`src/rtl/cfws_pkg.sv`:
```
package cfws_pkg;

  // Command codes carried by an input transaction.
  localparam logic [1:0] CMD_INSERT = 2'd0;
  localparam logic [1:0] CMD_DELETE = 2'd1;
  localparam logic [1:0] CMD_SEARCH = 2'd2;

  // Status codes returned with every result transaction.
  localparam logic [1:0] ST_OK    = 2'd0;
  localparam logic [1:0] ST_FULL  = 2'd1;
  localparam logic [1:0] ST_EMPTY = 2'd2;

  // Input transaction payload.
  typedef struct packed {
    logic [1:0]          command;
    logic signed [31:0]  data_value;
  } in_item_t;

  // Result transaction payload.
  typedef struct packed {
    logic [1:0]          status;
    logic signed [31:0]  read_data;
    logic                found;
  } out_item_t;

endpackage

```
`src/rtl/cfws_mem.sv`:
```
module cfws_mem import cfws_pkg::*; #(
  parameter int DEPTH = 16,
  parameter int IW    = 4
) (
  input  logic                clk,
  input  logic                wr_en,
  input  logic [IW-1:0]       wr_addr,
  input  logic signed [31:0]  wr_data,
  input  logic                rd_en,
  input  logic [IW-1:0]       rd_addr,
  output logic signed [31:0]  rd_data
);

  logic signed [31:0] mem_r [DEPTH];
  logic signed [31:0] rd_data_r;

  // One write port and one registered read port.
  always_ff @(posedge clk) begin
    if (wr_en) begin
      mem_r[wr_addr] <= wr_data;
    end
    if (rd_en) begin
      rd_data_r <= mem_r[rd_addr];
    end
  end

  assign rd_data = rd_data_r;

endmodule

```
`src/rtl/cfws_seq.sv`:
```
module cfws_seq import cfws_pkg::*; #(
  parameter int DEPTH = 16,
  parameter int IW    = 4
) (
  input  logic                clk,
  input  logic                rst_n,
  input  logic                start,
  input  in_item_t            item,
  input  logic                out_free,
  output logic                idle,
  output logic                done,
  output out_item_t           result,
  output logic                mem_we,
  output logic [IW-1:0]       mem_waddr,
  output logic signed [31:0]  mem_wdata,
  output logic                mem_re,
  output logic [IW-1:0]       mem_raddr,
  input  logic signed [31:0]  mem_rdata
);

  localparam logic [1:0] S_IDLE = 2'd0;
  localparam logic [1:0] S_RD   = 2'd1;
  localparam logic [1:0] S_SCAN = 2'd2;
  localparam logic [1:0] S_DONE = 2'd3;

  logic [1:0]          state_r, state_nxt;
  logic [IW-1:0]       head_r, head_nxt;
  logic [IW-1:0]       tail_r, tail_nxt;
  logic [IW-1:0]       ptr_r, ptr_nxt;
  logic signed [31:0]  key_r, key_nxt;
  out_item_t           res_r, res_nxt;
  logic [IW-1:0]       head_inc, tail_inc, ptr_inc;

  // Ring increment: wraps from the last slot back to slot zero.
  function automatic logic [IW-1:0] inc_idx(input logic [IW-1:0] i);
    logic [IW-1:0] r;
    if (i == IW'(DEPTH - 1)) begin
      r = '0;
    end else begin
      r = i + 1'b1;
    end
    return r;
  endfunction

  assign head_inc = inc_idx(head_r);
  assign tail_inc = inc_idx(tail_r);
  assign ptr_inc  = inc_idx(ptr_r);

  // Sequencer: one memory read and one compare per cycle while scanning.
  always_comb begin
    state_nxt = state_r;
    head_nxt  = head_r;
    tail_nxt  = tail_r;
    ptr_nxt   = ptr_r;
    key_nxt   = key_r;
    res_nxt   = res_r;
    mem_we    = 1'b0;
    mem_waddr = tail_inc;
    mem_wdata = item.data_value;
    mem_re    = 1'b0;
    mem_raddr = ptr_inc;
    done      = 1'b0;
    case (state_r)
      S_IDLE: begin
        if (start) begin
          res_nxt   = '0;
          key_nxt   = item.data_value;
          state_nxt = S_DONE;
          case (item.command)
            CMD_INSERT: begin
              if (tail_inc == head_r) begin
                res_nxt.status = ST_FULL;
              end else begin
                mem_we   = 1'b1;
                tail_nxt = tail_inc;
              end
            end
            CMD_DELETE: begin
              if (head_r == tail_r) begin
                res_nxt.status = ST_EMPTY;
              end else begin
                head_nxt  = head_inc;
                mem_re    = 1'b1;
                mem_raddr = head_inc;
                state_nxt = S_RD;
              end
            end
            CMD_SEARCH: begin
              if (head_r != tail_r) begin
                mem_re    = 1'b1;
                mem_raddr = head_inc;
                ptr_nxt   = head_inc;
                state_nxt = S_SCAN;
              end
            end
            default: begin
              res_nxt = '0;
            end
          endcase
        end
      end
      S_RD: begin
        res_nxt.read_data = mem_rdata;
        state_nxt         = S_DONE;
      end
      S_SCAN: begin
        // The read data belongs to the entry at ptr_r.
        if (mem_rdata == key_r) begin
          res_nxt.found = 1'b1;
          state_nxt     = S_DONE;
        end else if (ptr_r == tail_r) begin
          state_nxt = S_DONE;
        end else begin
          ptr_nxt = ptr_inc;
          mem_re  = 1'b1;
        end
      end
      S_DONE: begin
        if (out_free) begin
          done      = 1'b1;
          state_nxt = S_IDLE;
        end
      end
      default: begin
        state_nxt = S_IDLE;
      end
    endcase
  end

  // Control state is reset; the key, scan pointer and result are payload.
  always_ff @(posedge clk) begin
    if (!rst_n) begin
      state_r <= S_IDLE;
      head_r  <= '0;
      tail_r  <= '0;
    end else begin
      state_r <= state_nxt;
      head_r  <= head_nxt;
      tail_r  <= tail_nxt;
    end
    ptr_r <= ptr_nxt;
    key_r <= key_nxt;
    res_r <= res_nxt;
  end

  assign idle   = (state_r == S_IDLE);
  assign result = res_r;

endmodule

```
`src/rtl/circular_fifo_with_search_top.sv`:
```
// Channel | Direction | Handshake           | Payload
// in_     | input     | in_valid/in_ready   | in_data  (command, data_value)
// out_    | output    | out_valid/out_ready | out_data (status, read_data, found)
//
// Insert writes its entry and finishes; delete first reads the oldest entry; search
// walks the live entries (at most DEPTH-1) through the single memory read port.
// A result then sits in the output register until it is taken.
// Reset (rst_n low, synchronous) empties the queue; entry contents are not cleared.
// A stalled output holds the sequencer in its final step; in_ready is low until idle.
module circular_fifo_with_search_top import cfws_pkg::*; #(
  parameter int DEPTH = 16
) (
  input  logic       clk,
  input  logic       rst_n,
  input  logic       in_valid,
  output logic       in_ready,
  input  in_item_t   in_data,
  output logic       out_valid,
  input  logic       out_ready,
  output out_item_t  out_data
);

  localparam int IW = (DEPTH > 1) ? $clog2(DEPTH) : 1;

  logic                start, out_free, seq_idle, seq_done;
  out_item_t           seq_result;
  logic                mem_we, mem_re;
  logic [IW-1:0]       mem_waddr, mem_raddr;
  logic signed [31:0]  mem_wdata, mem_rdata;
  logic                out_valid_r, out_valid_nxt;
  out_item_t           out_data_r;

  // Input transaction handshake.
  assign in_ready = seq_idle;
  assign start    = in_valid & seq_idle;

  // The output register may be refilled in the cycle it is emptied.
  assign out_free = !out_valid_r || out_ready;

  always_comb begin
    out_valid_nxt = out_valid_r;
    if (seq_done) begin
      out_valid_nxt = 1'b1;
    end else if (out_ready) begin
      out_valid_nxt = 1'b0;
    end
  end

  always_ff @(posedge clk) begin
    if (!rst_n) begin
      out_valid_r <= 1'b0;
    end else begin
      out_valid_r <= out_valid_nxt;
    end
    if (seq_done) begin
      out_data_r <= seq_result;
    end
  end

  assign out_valid = out_valid_r;
  assign out_data  = out_data_r;

  cfws_seq #(
    .DEPTH (DEPTH),
    .IW    (IW)
  ) u_seq (
    .clk       (clk),
    .rst_n     (rst_n),
    .start     (start),
    .item      (in_data),
    .out_free  (out_free),
    .idle      (seq_idle),
    .done      (seq_done),
    .result    (seq_result),
    .mem_we    (mem_we),
    .mem_waddr (mem_waddr),
    .mem_wdata (mem_wdata),
    .mem_re    (mem_re),
    .mem_raddr (mem_raddr),
    .mem_rdata (mem_rdata)
  );

  cfws_mem #(
    .DEPTH (DEPTH),
    .IW    (IW)
  ) u_mem (
    .clk     (clk),
    .wr_en   (mem_we),
    .wr_addr (mem_waddr),
    .wr_data (mem_wdata),
    .rd_en   (mem_re),
    .rd_addr (mem_raddr),
    .rd_data (mem_rdata)
  );

endmodule

```
`config.mk`:
```
export PLATFORM = sky130hd
export DESIGN_NAME = circular_fifo_with_search_top
export DESIGN_NICKNAME = d
export VERILOG_FILES = /design/src/rtl/cfws_pkg.sv /design/src/rtl/cfws_mem.sv /design/src/rtl/cfws_seq.sv /design/src/rtl/circular_fifo_with_search_top.sv
export SDC_FILE = /design/constraint.sdc
export NUM_CORES = 1
export LEC_CHECK = 0
export ABC_AREA = 1
export BUFFER_PORTS_ARGS = -buffer_cell sky130_fd_sc_hd__buf_4
export CAP_MARGIN = 20
export CORE_ASPECT_RATIO = 0.5
export CORE_UTILIZATION = 55
export DETAILED_ROUTE_END_ITERATION = 16
export PLACE_DENSITY = 0.71
export SETUP_SLACK_MARGIN = 0.05
export SYNTH_ARGS = -nofsm -noshare
export SYNTH_HDL_FRONTEND = slang
export SYNTH_HIERARCHICAL = 1
export SYNTH_SLANG_ARGS = --single-unit
```
`constraint.sdc`:
```
create_clock -name clk -period 12 [get_ports clk]
set_input_delay 1.8 -clock clk [delete_from_list [all_inputs] [get_ports clk]]
set_output_delay 1.8 -clock clk [all_outputs]
set_load 0.02 [all_outputs]
```
==> results.json <==
{
  "r2r-end": "u_mem/rd_data[10]$_DFFE_PP_",
  "hold_buffers": 0,
  "yosys_warnings": 6,
  "async_reset_ff_share_pct": 0,
  "syn_area_um2": 28420,
  "yosys-top-cells-count": "784 x nand2_1, 650 x edfxtp_1, 471 x inv_1, 396 x nand3_1, 43 x nor2_1",
  "slew_violations": 0,
  "routed_wl_mm": 65.89,
  "hold_end": "out_data[14]$_DFFE_PP_",
  "core_area_um2": 50650,
  "syn_nets": 2656,
  "worstMarginPinSlew_ns": 1.120,
  "first_pass_iters": 6,
  "rows": 58,
  "grt_max_degree": 129,
  "power_uw": 6188,
  "antenna_left": 0,
  "swShare_pct": 32.21,
  "clockBufferDepth": 3,
  "synth.largest_area_cell": "edfxtp_1",
  "die_h_um": 162.8,
  "drtIter0Drc": 2230,
  "post-route-util_pct": 61.39,
  "powerDensity_nw_per_um2": 199.0,
  "pwr-share-clk_pct": 28.7,
  "fmax_mhz": 161.3,
  "antenna_found_initial": 3,
  "cts_tree": "built",
  "hold_start": "u_seq/result[14]$_SDFFCE_PN0P_",
  "final_area_um2": 31100,
  "reg2reg_slack_ns": 6.42,
  "hpwl_mm": 34.04,
  "synth_seq_cells": 661,
  "critPathKind": "in2reg",
  "first_global_vias": 16925,
  "crit_fanout": 83,
  "whs_ns": 0.4174,
  "cts_num_sinks": 661,
  "drc": 0,
  "numCtsBuffers": 57,
  "cts_root_buffer": "clkbuf_16",
  "pin_count": 75,
  "post_cts_resized": 0,
  "fin_tns_setup_ns": 0,
  "die_x_um": 323.5,
  "portBuffers": 74,
  "synth_most_common_cell": "nand2_1",
  "p_switching_uw": 1993,
  "synth_top_flop_cell": "edfxtp_1",
  "start_util_pct": 56.12,
  "synthToLayoutAreaGrowth_pct": 9.407,
  "avgRoutedWirePerCell_um": 19.58,
  "h-tree-depth": 2,
  "period_minus_slack_ns": 6.199,
  "maxCapViolCount": 0,
  "final_layout_size_suffix_gt1_share_pct": 8.523,
  "grt_pass1_wl_mm": 99.37,
  "combinationalPowerShare_pct": 25.0,
  "cts_setup_buffers": 0,
  "synth_cell_types": 36,
  "synth_edf_count": 650,
  "reg2reg_depth": 14,
  "synth-seq-area-share_pct": 69.44,
  "status": "complete, no violations",
  "finalCritPeriodShare_pct": 51.66,
  "sequentialPowerShare_pct": 46.3,
  "place_congestion": 0.8370,
  "r2r_start": "u_seq/state_r[0]$_SDFFE_PN0P_",
  "vias": 17957,
  "hold_path_depth": 0,
  "overflow": 0,
  "synthCells": 2608,
  "placed_area_um2": 29280,
  "syn_avg_cell_area_um2": 10.90,
  "clkSlewWorstSetupHoldPaths_ns": 0.07,
  "synthTopCellsByArea": "edfxtp_1 69%, nand2_1 10%, nand3_1 7.0%",
  "setup_viol": 0,
  "clk_latency_ns": 0.60,
  "internal-power_uw": 4195,
  "endpoint_kind": "flop",
  "rsz0062_at_grt": "no",
  "min-delay-path-class": "reg2reg",
  "via_per_inst": 5.335,
  "relSlewSlack_pct": 25.27,
  "cp.arrival_ns": 6.55,
  "power.leakage_uw": 0.01305,
  "synth_top_area_share_pct": 68.67,
  "finalClockSkew_ns": 0.01814,
  "worstPathRequired_ns": 12.35,
  "peakVddDrop_mv": 0.2033,
  "dieArea_um2": 52650,
  "n_fill_cell": 3942,
  "nNetsFinal": 2676,
  "start_kind": "input port",
  "finalHoldViolations": 0,
  "track_usage_pct": 25.40
}
[cells by family (layout without fill, tap and decap cells)]
family	count (synthesis)	in the layout	share of synthesized area, %
flip-flops	661	661	69.44
AND/OR/NAND/NOR	1240	1240	18.39
buffers and inverters	621	688	9.803
AO/OA/AOI/OAI	40	40	0.7879
XOR/XNOR	35	35	1.105
multiplexers	1	1	0.03522
other	0	1	0
adder cells (fa/ha/maj)	10	10	0.4402
[worst max-delay path by stage]
| stage | slack (ns) | from | endpoint | depth (start not counted) |
|---|---|---|---|---|
| after detailed placement | 5.32 | in_data[33] | u_mem/rd_data[13]$_DFFE_PP_ | 14 |
| after floorplan | 6.80 | in_data[32] | u_mem/rd_data[0]$_DFFE_PP_ | 6 |
| after global placement | 5.48 | in_data[32] | u_mem/rd_data[20]$_DFFE_PP_ | 14 |
| final | 5.80 | in_data[33] | u_mem/rd_data[10]$_DFFE_PP_ | 14 |
| after CTS | 5.97 | in_data[32] | u_mem/rd_data[13]$_DFFE_PP_ | 14 |
| after global routing | 5.57 | in_data[33] | u_mem/rd_data[13]$_DFFE_PP_ | 14 |
[state kept, by name, summed over array words and instances (netlist names)]
| register | cells |
|---|---|
| u_mem/mem_r | 512 |
| u_seq/ptr_r | 4 |
| u_mem/rd_data | 32 |
| out_valid | 1 |
| out_data | 35 |
| u_seq/result | 35 |
| u_seq/tail_r | 4 |
| u_seq/key_r | 32 |
| u_seq/state_r | 2 |
| u_seq/head_r | 4 |
[power groups by stage]
stage,logic [uW],clock network [uW],registers (uW)
after CTS,1520,1790,2860
after detailed placement,1510,0,2910
after global routing,1690,1880,2880
final,1540,1780,2870
after floorplan,1090,0,2900
after global placement,1480,0,2910
[area by class of cell]
class,instances,area [um^2],share of cell area (%)
repair buffers,106,828.3,2.663
well taps,690,863.3,2.776
inverters,476,1797,5.777
multi-input cells,1326,6083,19.56
flip-flops and latches,661,19740,63.47
clock inverters,29,211.5,0.6799
diodes,1,2.502,0.008047
clock buffers,77,1574,5.061
[cells in the final DEF, fill, tap and decap left out, drive strengths merged, types with 2 or more instances in the layout]
master    netlist  layout
nand3         398     398
nor2           47      47
xnor2          27      27
buf           126     106
a21oi          13      13
ha             10      10
nand3b          2       2
edfxtp        650     650
xor2            8       8
dfxtp          11      11
clkinv          0      23
bufinv          0       3
inv           476     477
o21ai          19      19
clkinvlp        0       2
clkbuf         19      77
nand2         790     790
o22ai           6       6
[through the flow]
stage / setup slack, ns / std cells
3_3_place_gp: 5.475 / 3258
5_1_grt: 5.570 / 3366
6_report: 5.801 / 3366
4_1_cts: 5.966 / 3364
2_1_floorplan: 6.795 / 2608
3_5_place_dp: 5.318 / 3258
[routing by layer]
metal,global-route usage (%),part of all wire [%]
met5,0,0.041
met1,37.24,42
met2,38.78,44
met3,5.533,12
met4,6.355,1.8
[worst max-delay path, stage by stage]
cell,delay [ns]
buf_4,0.11
inv_1,0.06
ha_1,0.23
or2_2,0.15
nand3_1,0.25
o22ai_4,0.81
buf_4,0.84
buf_4,0.87
buf_4,0.70
nand2_1,0.13
nand3_1,0.12
nand3_1,0.10
nand3_1,0.10
nand2_1,0.08
Power figures use the tool's default switching activity.
